## src/hdl/htss_pkg.sv

```systemverilog
// ----------------------------------------------------------------------------
// htss_pkg - shared types and constants of the heating timer
// Transaction payloads, configuration bundle, command and state codes.
// ----------------------------------------------------------------------------
package htss_pkg;

  // Field widths
  localparam int unsigned ModeW    = 3;
  localparam int unsigned MinutesW = 10;
  localparam int unsigned HourW    = 5;
  localparam int unsigned MinuteW  = 6;
  localparam int unsigned CtrlW    = 2;
  localparam int unsigned PreheatW = 11;
  localparam int unsigned SecW     = 6;   // second within the current minute, 1..60
  localparam int unsigned DayW     = 11;  // minute of day
  localparam int unsigned PaddrW   = 3;
  localparam int unsigned PdataW   = 32;

  // Reset values and limits
  localparam logic [MinutesW-1:0] MaxMinutesRst  = 10'd240;
  localparam logic [PreheatW-1:0] PreheatRst     = 11'd5;
  localparam logic [MinutesW-1:0] DurationRst    = 10'd60;
  localparam logic [SecW-1:0]     SecPerMin      = 6'd60;
  localparam logic [DayW-1:0]     MinPerHour     = 11'd60;
  localparam logic [DayW:0]       MinPerDay      = 12'd1440;
  localparam logic [HourW-1:0]    LastHour       = 5'd23;
  localparam logic [MinuteW-1:0]  LastMinute     = 6'd59;

  // Command codes
  localparam logic [ModeW-1:0] ModeTick     = 3'd0;
  localparam logic [ModeW-1:0] ModeSetDur   = 3'd1;
  localparam logic [ModeW-1:0] ModeSetSched = 3'd2;
  localparam logic [ModeW-1:0] ModeCancel   = 3'd3;
  localparam logic [ModeW-1:0] ModeStart    = 3'd4;
  localparam logic [ModeW-1:0] ModeStop     = 3'd5;

  // Controller states as reported
  localparam logic [CtrlW-1:0] CtrlIdle    = 2'd0;
  localparam logic [CtrlW-1:0] CtrlSched   = 2'd1;
  localparam logic [CtrlW-1:0] CtrlRunning = 2'd2;
  localparam logic [CtrlW-1:0] CtrlTimeout = 2'd3;

  // Register indexes (paddr bit 2)
  localparam logic RegMaxMinutes = 1'b0;
  localparam logic RegPreheat    = 1'b1;

  typedef struct packed {
    logic [ModeW-1:0]    mode;
    logic [MinutesW-1:0] duration_minutes;
    logic [HourW-1:0]    alarm_hour;
    logic [MinuteW-1:0]  alarm_minute;
    logic [HourW-1:0]    now_hour;
    logic [MinuteW-1:0]  now_minute;
    logic                heater_is_on;
  } in_t;

  typedef struct packed {
    logic [CtrlW-1:0]    ctrl_state;
    logic [MinutesW-1:0] remaining_minutes;
    logic                heater_off_cmd;
    logic                heater_on_cmd;
    logic                timeout_pulse;
    logic                schedule_stored;
    logic [HourW-1:0]    stored_hour;
    logic [MinuteW-1:0]  stored_minute;
  } out_t;

  typedef struct packed {
    logic [MinutesW-1:0] max_minutes;
    logic [PreheatW-1:0] preheat_minutes;
  } cfg_t;

endpackage

```

## src/hdl/htss_cfg.sv

```systemverilog
// ----------------------------------------------------------------------------
// htss_cfg - configuration registers
// APB-style register file holding the duration clamp and the preheat time.
// ----------------------------------------------------------------------------
module htss_cfg import htss_pkg::*; (
  input  logic              clk_i,
  input  logic              rst_ni,
  input  logic              psel,
  input  logic              penable,
  input  logic              pwrite,
  input  logic [PaddrW-1:0] paddr,
  input  logic [PdataW-1:0] pwdata,
  output logic [PdataW-1:0] prdata,
  output logic              pready,
  output cfg_t              cfg_o
);

  logic                wr_en;
  logic [MinutesW-1:0] max_minutes_q;
  logic [PreheatW-1:0] preheat_q;

  assign pready = 1'b1;
  assign wr_en  = psel & penable & pwrite & pready;

  // Register writes
  always_ff @(posedge clk_i or negedge rst_ni) begin
    if (!rst_ni) begin
      max_minutes_q <= MaxMinutesRst;
      preheat_q     <= PreheatRst;
    end else if (wr_en) begin
      if (paddr[2] == RegMaxMinutes) begin
        max_minutes_q <= pwdata[MinutesW-1:0];
      end else begin
        preheat_q <= pwdata[PreheatW-1:0];
      end
    end
  end

  // Read back
  always_comb begin
    if (paddr[2] == RegMaxMinutes) begin
      prdata = PdataW'(max_minutes_q);
    end else begin
      prdata = PdataW'(preheat_q);
    end
  end

  assign cfg_o.max_minutes     = max_minutes_q;
  assign cfg_o.preheat_minutes = preheat_q;

endmodule

```

## src/hdl/htss_core.sv

```systemverilog
// ----------------------------------------------------------------------------
// htss_core - timer and schedule state with its single-pass update
// Applies one command or tick per step and forms the result transaction.
// ----------------------------------------------------------------------------
module htss_core import htss_pkg::*; (
  input  logic clk_i,
  input  logic rst_ni,
  input  logic step_i,
  input  in_t  item_i,
  input  cfg_t cfg_i,
  output out_t result_o
);

  // Countdown kept as whole minutes (rounded up) plus second within minute
  logic [MinutesW-1:0] duration_q, duration_d;
  logic [MinutesW-1:0] mins_q, mins_d;
  logic [SecW-1:0]     sub_q, sub_d;
  logic                counting_q, counting_d;
  logic                armed_q, armed_d;
  logic                present_q, present_d;
  logic [HourW-1:0]    hour_q, hour_d;
  logic [MinuteW-1:0]  minute_q, minute_d;
  logic [CtrlW-1:0]    state_q, state_d;

  logic                heater;
  logic                off_cmd;
  logic                on_cmd;
  logic [MinutesW-1:0] dur_lo;
  logic [MinutesW-1:0] dur_clamped;
  logic [DayW-1:0]     sched_day;
  logic [DayW-1:0]     now_day;
  logic signed [DayW:0] start_raw;
  logic signed [DayW:0] start_adj;
  logic                start_hit;

  // Trigger time: scheduled minute of day less preheat, wrapped once
  always_comb begin
    sched_day = DayW'(hour_q) * MinPerHour + DayW'(minute_q);
    now_day   = DayW'(item_i.now_hour) * MinPerHour + DayW'(item_i.now_minute);
    start_raw = $signed({1'b0, sched_day}) - $signed({1'b0, cfg_i.preheat_minutes});
    if (start_raw[DayW]) begin
      start_adj = start_raw + $signed(MinPerDay);
    end else begin
      start_adj = start_raw;
    end
    start_hit = !start_adj[DayW] && (start_adj[DayW-1:0] == now_day);
  end

  // Duration clamp: raise to one, then lower to the maximum
  always_comb begin
    dur_lo      = (item_i.duration_minutes == '0) ? MinutesW'(1) : item_i.duration_minutes;
    dur_clamped = (dur_lo > cfg_i.max_minutes) ? cfg_i.max_minutes : dur_lo;
  end

  // Next state
  always_comb begin
    duration_d = duration_q;
    mins_d     = mins_q;
    sub_d      = sub_q;
    counting_d = counting_q;
    armed_d    = armed_q;
    present_d  = present_q;
    hour_d     = hour_q;
    minute_d   = minute_q;
    state_d    = state_q;
    heater     = item_i.heater_is_on;
    off_cmd    = 1'b0;
    on_cmd     = 1'b0;

    case (item_i.mode)
      ModeTick: begin
        if (counting_q && heater) begin
          if ((mins_q == '0) || ((mins_q == MinutesW'(1)) && (sub_q == SecW'(1)))) begin
            counting_d = 1'b0;
            mins_d     = '0;
            sub_d      = '0;
            state_d    = CtrlTimeout;
            heater     = 1'b0;
            off_cmd    = 1'b1;
          end else if (sub_q > SecW'(1)) begin
            sub_d = sub_q - SecW'(1);
          end else begin
            mins_d = mins_q - MinutesW'(1);
            sub_d  = SecPerMin;
          end
        end
        if (armed_q && !heater && start_hit) begin
          on_cmd     = 1'b1;
          armed_d    = 1'b0;
          counting_d = 1'b1;
          mins_d     = duration_q;
          sub_d      = SecPerMin;
          state_d    = CtrlRunning;
        end
      end
      ModeSetDur: begin
        duration_d = dur_clamped;
        if (heater) begin
          counting_d = 1'b1;
          mins_d     = dur_clamped;
          sub_d      = SecPerMin;
          state_d    = CtrlRunning;
        end
      end
      ModeSetSched: begin
        if ((item_i.alarm_hour <= LastHour) && (item_i.alarm_minute <= LastMinute)) begin
          hour_d    = item_i.alarm_hour;
          minute_d  = item_i.alarm_minute;
          present_d = 1'b1;
          armed_d   = 1'b1;
          state_d   = CtrlSched;
        end
      end
      ModeCancel: begin
        armed_d   = 1'b0;
        present_d = 1'b0;
        hour_d    = '0;
        minute_d  = '0;
        if (state_q == CtrlSched) begin
          state_d = CtrlIdle;
        end
      end
      ModeStart: begin
        counting_d = 1'b1;
        mins_d     = duration_q;
        sub_d      = SecPerMin;
        state_d    = CtrlRunning;
      end
      ModeStop: begin
        counting_d = 1'b0;
        mins_d     = '0;
        sub_d      = '0;
        if ((state_q == CtrlRunning) || (state_q == CtrlTimeout)) begin
          state_d = CtrlIdle;
        end
      end
      default: begin
        // unused codes leave the state alone
      end
    endcase
  end

  // State registers
  always_ff @(posedge clk_i or negedge rst_ni) begin
    if (!rst_ni) begin
      duration_q <= DurationRst;
      mins_q     <= '0;
      sub_q      <= '0;
      counting_q <= 1'b0;
      armed_q    <= 1'b0;
      present_q  <= 1'b0;
      hour_q     <= '0;
      minute_q   <= '0;
      state_q    <= CtrlIdle;
    end else if (step_i) begin
      duration_q <= duration_d;
      mins_q     <= mins_d;
      sub_q      <= sub_d;
      counting_q <= counting_d;
      armed_q    <= armed_d;
      present_q  <= present_d;
      hour_q     <= hour_d;
      minute_q   <= minute_d;
      state_q    <= state_d;
    end
  end

  // Result of this step
  always_comb begin
    result_o.ctrl_state        = state_d;
    result_o.remaining_minutes = mins_d;
    result_o.heater_off_cmd    = off_cmd;
    result_o.heater_on_cmd     = on_cmd;
    result_o.timeout_pulse     = off_cmd;
    result_o.schedule_stored   = present_d;
    result_o.stored_hour       = present_d ? hour_d : '0;
    result_o.stored_minute     = present_d ? minute_d : '0;
  end

`ifndef SYNTHESIS
  // Second-within-minute is in range while minutes remain
  assert property (@(posedge clk_i) disable iff (!rst_ni)
    (mins_q != '0) |-> ((sub_q >= SecW'(1)) && (sub_q <= SecPerMin)))
    else $error("htss_core: second counter out of range");

  // A stopped countdown holds no minutes
  assert property (@(posedge clk_i) disable iff (!rst_ni)
    !counting_q |-> (mins_q == '0))
    else $error("htss_core: minutes left while not counting");

  // Armed implies a stored schedule
  assert property (@(posedge clk_i) disable iff (!rst_ni)
    armed_q |-> present_q)
    else $error("htss_core: schedule armed without stored time");

  // No stored time reads as zero
  assert property (@(posedge clk_i) disable iff (!rst_ni)
    !present_q |-> ((hour_q == '0) && (minute_q == '0)))
    else $error("htss_core: stale schedule time");

  // A schedule trigger starts the countdown and disarms
  assert property (@(posedge clk_i) disable iff (!rst_ni)
    (step_i && on_cmd) |=> (counting_q && !armed_q && (state_q == CtrlRunning)))
    else $error("htss_core: trigger did not start countdown");
`endif

endmodule

```

## src/hdl/heating_timer_with_scheduled_start.sv

```systemverilog
// ----------------------------------------------------------------------------
// heating_timer_with_scheduled_start - appliance auto-off timer
// Top level: input register, timer core, result register, APB registers.
// ----------------------------------------------------------------------------
// Usage:
//   Input channel (in_valid_i/in_ready_o/in_data_i) carries one tick or
//   command per transaction; output channel (out_valid_o/out_ready_i/
//   out_data_o) returns exactly one result transaction for each input.
//   The APB port sets the duration clamp and the preheat time; write it only
//   while no transaction is in flight.
// Path: an accepted input transaction is held in the input register; its
//   result is then captured in the result register and offered on the
//   output channel until it is taken.
// Throughput: one transaction per cycle while out_ready_i is high; the core
//   updates its state in a single pass, so back-to-back ticks and commands are accepted.
// Reset: asynchronous, active low; the timer is idle, no schedule is stored,
//   duration 60 minutes, clamp 240, preheat 5. Both pipeline slots empty.
// Stall: while out_ready_i is low the result is held and the input register
//   still takes one more transaction if it is empty; after that in_ready_o
//   drops.
// ----------------------------------------------------------------------------
module heating_timer_with_scheduled_start import htss_pkg::*; (
  input  logic              clk_i,
  input  logic              rst_ni,
  input  logic              in_valid_i,
  output logic              in_ready_o,
  input  in_t               in_data_i,
  output logic              out_valid_o,
  input  logic              out_ready_i,
  output out_t              out_data_o,
  input  logic              psel,
  input  logic              penable,
  input  logic              pwrite,
  input  logic [PaddrW-1:0] paddr,
  input  logic [PdataW-1:0] pwdata,
  output logic [PdataW-1:0] prdata,
  output logic              pready
);

  cfg_t cfg;
  logic in_valid_q;
  in_t  in_item_q;
  logic out_valid_q;
  out_t out_data_q;
  out_t result;
  logic out_free;
  logic step;

  htss_cfg u_cfg (
    .clk_i   (clk_i),
    .rst_ni  (rst_ni),
    .psel    (psel),
    .penable (penable),
    .pwrite  (pwrite),
    .paddr   (paddr),
    .pwdata  (pwdata),
    .prdata  (prdata),
    .pready  (pready),
    .cfg_o   (cfg)
  );

  // Handshake between the two slots
  assign out_free   = !out_valid_q || out_ready_i;
  assign step       = in_valid_q && out_free;
  assign in_ready_o = !in_valid_q || out_free;

  // Input register
  always_ff @(posedge clk_i or negedge rst_ni) begin
    if (!rst_ni) begin
      in_valid_q <= 1'b0;
    end else if (in_ready_o) begin
      in_valid_q <= in_valid_i;
    end
  end

  always_ff @(posedge clk_i) begin
    if (in_ready_o && in_valid_i) begin
      in_item_q <= in_data_i;
    end
  end

  htss_core u_core (
    .clk_i    (clk_i),
    .rst_ni   (rst_ni),
    .step_i   (step),
    .item_i   (in_item_q),
    .cfg_i    (cfg),
    .result_o (result)
  );

  // Result register
  always_ff @(posedge clk_i or negedge rst_ni) begin
    if (!rst_ni) begin
      out_valid_q <= 1'b0;
    end else if (out_free) begin
      out_valid_q <= step;
    end
  end

  always_ff @(posedge clk_i) begin
    if (step) begin
      out_data_q <= result;
    end
  end

  assign out_valid_o = out_valid_q;
  assign out_data_o  = out_data_q;

endmodule

```

## config.mk

```make
export PLATFORM = sky130hd
export DESIGN_NAME = heating_timer_with_scheduled_start
export DESIGN_NICKNAME = d
export VERILOG_FILES = /design/src/hdl/htss_pkg.sv /design/src/hdl/htss_cfg.sv /design/src/hdl/htss_core.sv /design/src/hdl/heating_timer_with_scheduled_start.sv
export SDC_FILE = /design/constraint.sdc
export NUM_CORES = 1
export LEC_CHECK = 0
export BUFFER_PORTS_ARGS = -buffer_cell sky130_fd_sc_hd__buf_2
export CAP_MARGIN = 20
export CORE_AREA = 2 2 125 127
export CTS_CLUSTER_SIZE = 14
export DETAILED_ROUTE_END_ITERATION = 8
export DIE_AREA = 0 0 127 129
export PLACE_DENSITY = 0.9
export SYNTH_ARGS = -nofsm -noshare
export SYNTH_HDL_FRONTEND = slang
export SYNTH_HIERARCHICAL = 1
export SYNTH_SLANG_ARGS = --single-unit
```

## constraint.sdc

```tcl
create_clock -name clk_i -period 12.5 [get_ports clk_i]
set_clock_uncertainty 0.2 [all_clocks]
set_input_delay 1.25 -clock clk_i [delete_from_list [all_inputs] [get_ports clk_i]]
set_output_delay 1.25 -clock clk_i [all_outputs]
set_load 0.01 [all_outputs]
```

==> summary.md <==
| Metric | Value |
|---|---|
| Die Area | `0.0164 mm^2` |
| H-tree Lvls | `4` |
| Clk sinks | `128` |
| Post-synth top area share | `0.214` |
| CTS root buf | `clkbuf_16` |
| Layout Area Growth over Synthesis | `12.1%` |
| Max VDD drop | `between 0.0002 and 0.00025 V` |
| Post-CTS resize count | `0` |
| Synth Area in Compound Gates | `0.171` |
| Top Ports | `140` |
| Mux cell area share after synthesis | `0.0543` |
| Share of layout cells above drive strength 1 | `0.208` |
| Sequential fraction of the synthesis area | `0.400` |
| Min-Delay Endpoint | `u_core/duration_q[2]` |
| DR top layer | `met4` |
| Worst skew pair latency | `approximately 0.42 ns` |
| Initial antenna violation count | `0` |
| Number of global-route vias before repair | `approximately 6600` |
| Number of remaining DRC errors | `0` |
| Simple-gate share of the synthesized area | `0.127` |
| Area leader, netlist | `edfxtp_1` |
| Via count | `6965` |
| Largest net degree at the start of global routing | `66` |
| Routed len/inst | `18.1 um` |
| Routed Antenna Nets | `0` |
| I/O Buffers | `94` |
| Max_slew headroom | `0.348` |
| Post-DP HPWL | `14.7 mm` |
| Worst path required time | `12.46 ns` |
| M1 WL | `8.20 mm` |
| First-pass GRT wire length | `~33 mm` |
| GRT Total Usage | `0.255` |
| Largest cells by area after synthesis | `edfxtp_1, dfrtp_1, ha_1, fa_1, inv_1` |
| Final Hold Viols | `0` |
| Setup CP Type | `register to register` |
| Main combinational cell family by area after synthesis | `compound AO/OA/AOI/OAI gates` |
| Ys async rst share | `0.508` |
| Clk slew on worst S/H paths | `0.06 ns` |
| Die W | `127 um` |
| Filler Cells Inserted | `between 1000 and 1500` |
| GR Overflow Total | `0` |
| Hold path start | `u_core/duration_q[2]` |
| Worst EP arrival | `6.92 ns` |
| Num rows | `between 40 and 50` |
| Core ar. | `roughly 0.015 mm^2` |
| Final period utilization | `0.557` |
| Worst min path class | `register to register` |
| Final TNS setup | `0 ns` |
| GP Congestion | `0.959` |
| Layout Utilization | `0.660` |
| RSZ-0062 raised after global routing | `no` |
| CTS tree | `yes` |
| Number of synthesized flops with an enable pin | `63` |
| Hold depth | `2` |
| Crit path capture type | `register` |
| Lkg Pwr | `4.35 nW` |
| Post-CTS setup buffers | `0` |
| Worst setup SP type | `register` |
| R2R Path End | `out_data_o[23]` |
| Maximum fanout along the worst path | `14` |
| Top FF cell, synth | `edfxtp_1` |
| Adder-cell area share of the yosys netlist | `0.122` |
| Maximum clock path buffer count | `2` |
| N_diodes | `0` |
| Met2 WL | `10.7 mm` |
| Cell count of the worst reg-to-reg path | `23` |
| Reg2reg start | `u_core/hour_q[0]` |
| Nets | `1098` |
| DR WL met3 | `1.28 mm` |
| Post-synth top cells | `inv_1, nor2_1, edfxtp_1` |
| Max_cap viols | `0` |
| Number of buffers created by CTS | `17` |
| PD cells | `243 mW/mm^2` |
| Ys Warns | `6` |
| Status | `finished clean` |
| Vias/cell | `6.08` |
| Final setup viols | `0` |
| Synth Area in XOR/XNOR | `0.0470` |
| Mapped Cells | `869` |
| Flops & latches, synth | `128` |
| Starting Density | `0.589` |
| Max Freq | `0.144 GHz` |
| Hold-fix buffers at CTS | `0` |
| Worst-margin pin slew | `0.972 ns` |
| Syn avg cell area | `10.2 um^2` |
| Die Y | `129 um` |
| Synth cell types | `86` |
| DRT Pass-1 Iters | `7` |
| Iter 0 DRT Violations | `673` |
| Slew Viols, Final | `0` |
| Reg-to-reg slack, setup | `5.54 ns` |
| Minimum clock period | `6.96 ns` |
| Post-Route WL | `20.7 mm` |
| Synth Cell Area | `just under 0.009 mm^2` |
## placed cells by master (no fill, tap or decap), types with 19 or more instances in the layout
master     n
ha_1      59
mux2_2    23
inv_1     79
edfxtp_1  63
buf_2     94
conb_1    22
o21ai_0   21
nor2_1    79
a21oi_1   49
xnor2_1   29
dfrtp_1   55
nand2_1   39
nor3_1    19
## worst max-delay path: stages (launching register included)
cell and delay (ns):
dfrtp_1 0.47, fa_1 0.60, inv_1 0.06, fa_1 0.47
fa_1 0.51, inv_1 0.06, ha_1 0.32, o21ai_0 0.13
a21oi_1 0.27, nand2_1 0.10, xnor2_1 0.15, ha_1 0.37
a21oi_1 0.30, mux2i_1 0.23, o21ai_0 0.09, or3_1 0.47
a221oi_1 0.27, o21ai_1 0.14, a311oi_2 0.25, a41oi_2 0.06
buf_4 0.23, or2_1 0.43, a211oi_1 0.41, a21oi_1 0.08
## how the worst max path moves through the flow
stage | cells after the start | endpoint | slack, ns | start
floorplan | 23 | u_core/state_q[1] | 6.53 | u_core/hour_q[0]
detailed placement | 23 | out_data_o[23] | 5.74 | u_core/hour_q[0]
global route | 23 | out_data_o[18] | 5.30 | u_core/hour_q[0]
CTS | 23 | out_data_o[23] | 5.67 | u_core/hour_q[0]
finish | 23 | out_data_o[23] | 5.54 | u_core/hour_q[0]
global placement | 23 | out_data_o[23] | 5.90 | u_core/hour_q[0]
## logic make-up after synthesis
group                    count (synthesis)
adder cells (fa/ha/maj)                 76
other                                    2
AO/OA/AOI/OAI                          210
multiplexers                            40
XOR/XNOR                                44
AND/OR/NAND/NOR                        223
flip-flops                             128
buffers and inverters                  146
## layer usage
layer	track usage	up-vias
met1	0.307	3354
li1	-	3244
met4	0.0918	0
met2	0.455	321
met5	0	-
met3	0.0524	46
## flip-flops by register name, summed over array words and instances (netlist names)
signal               flops
u_core/hour_q            5
u_cfg/max_minutes_q     10
u_core/armed_q           1
out_data_o              27
u_core/present_q         1
u_core/counting_q        1
u_cfg/preheat_q         11
u_core/mins_q           10
out_valid_o              1
u_core/duration_q       10
in_item_q               36
u_core/sub_q             6
u_core/state_q           2
u_core/minute_q          6
in_valid_q               1
## power breakdown
group / switching, mW / internal [mW]
Clock: 0.212 / 0.284
Combinational: 0.741 / 0.561
Sequential: 0.0762 / 0.529
Total: 1.03 / 1.37
## layout make-up
class	instances	area, um^2	share of cell area
Tap cell	188	235	0.0238
Timing Repair Buffer	103	538	0.0544
Clock inverter	15	168	0.0170
Inverter	79	297	0.0300
Sequential cell	128	3530	0.357
Clock buffer	17	425	0.0430
Multi-Input combinational cell	615	4690	0.475
## stage by stage
step / instance area, um^2 / total power [mW] / hold slack [ns] / setup WS (ns) / instances
after floorplan: 8900 / 1.61 / 0.251 / 6.53 / 889
after global placement: 9290 / 1.82 / 0.263 / 5.90 / 1113
after detailed placement: 9290 / 1.87 / 0.273 / 5.74 / 1113
after CTS: 9890 / 2.38 / 0.318 / 5.67 / 1145
after global routing: 9890 / 2.55 / 0.343 / 5.30 / 1145
final: 9890 / 2.40 / 0.317 / 5.54 / 1145
(Power assumes the default switching activity.)
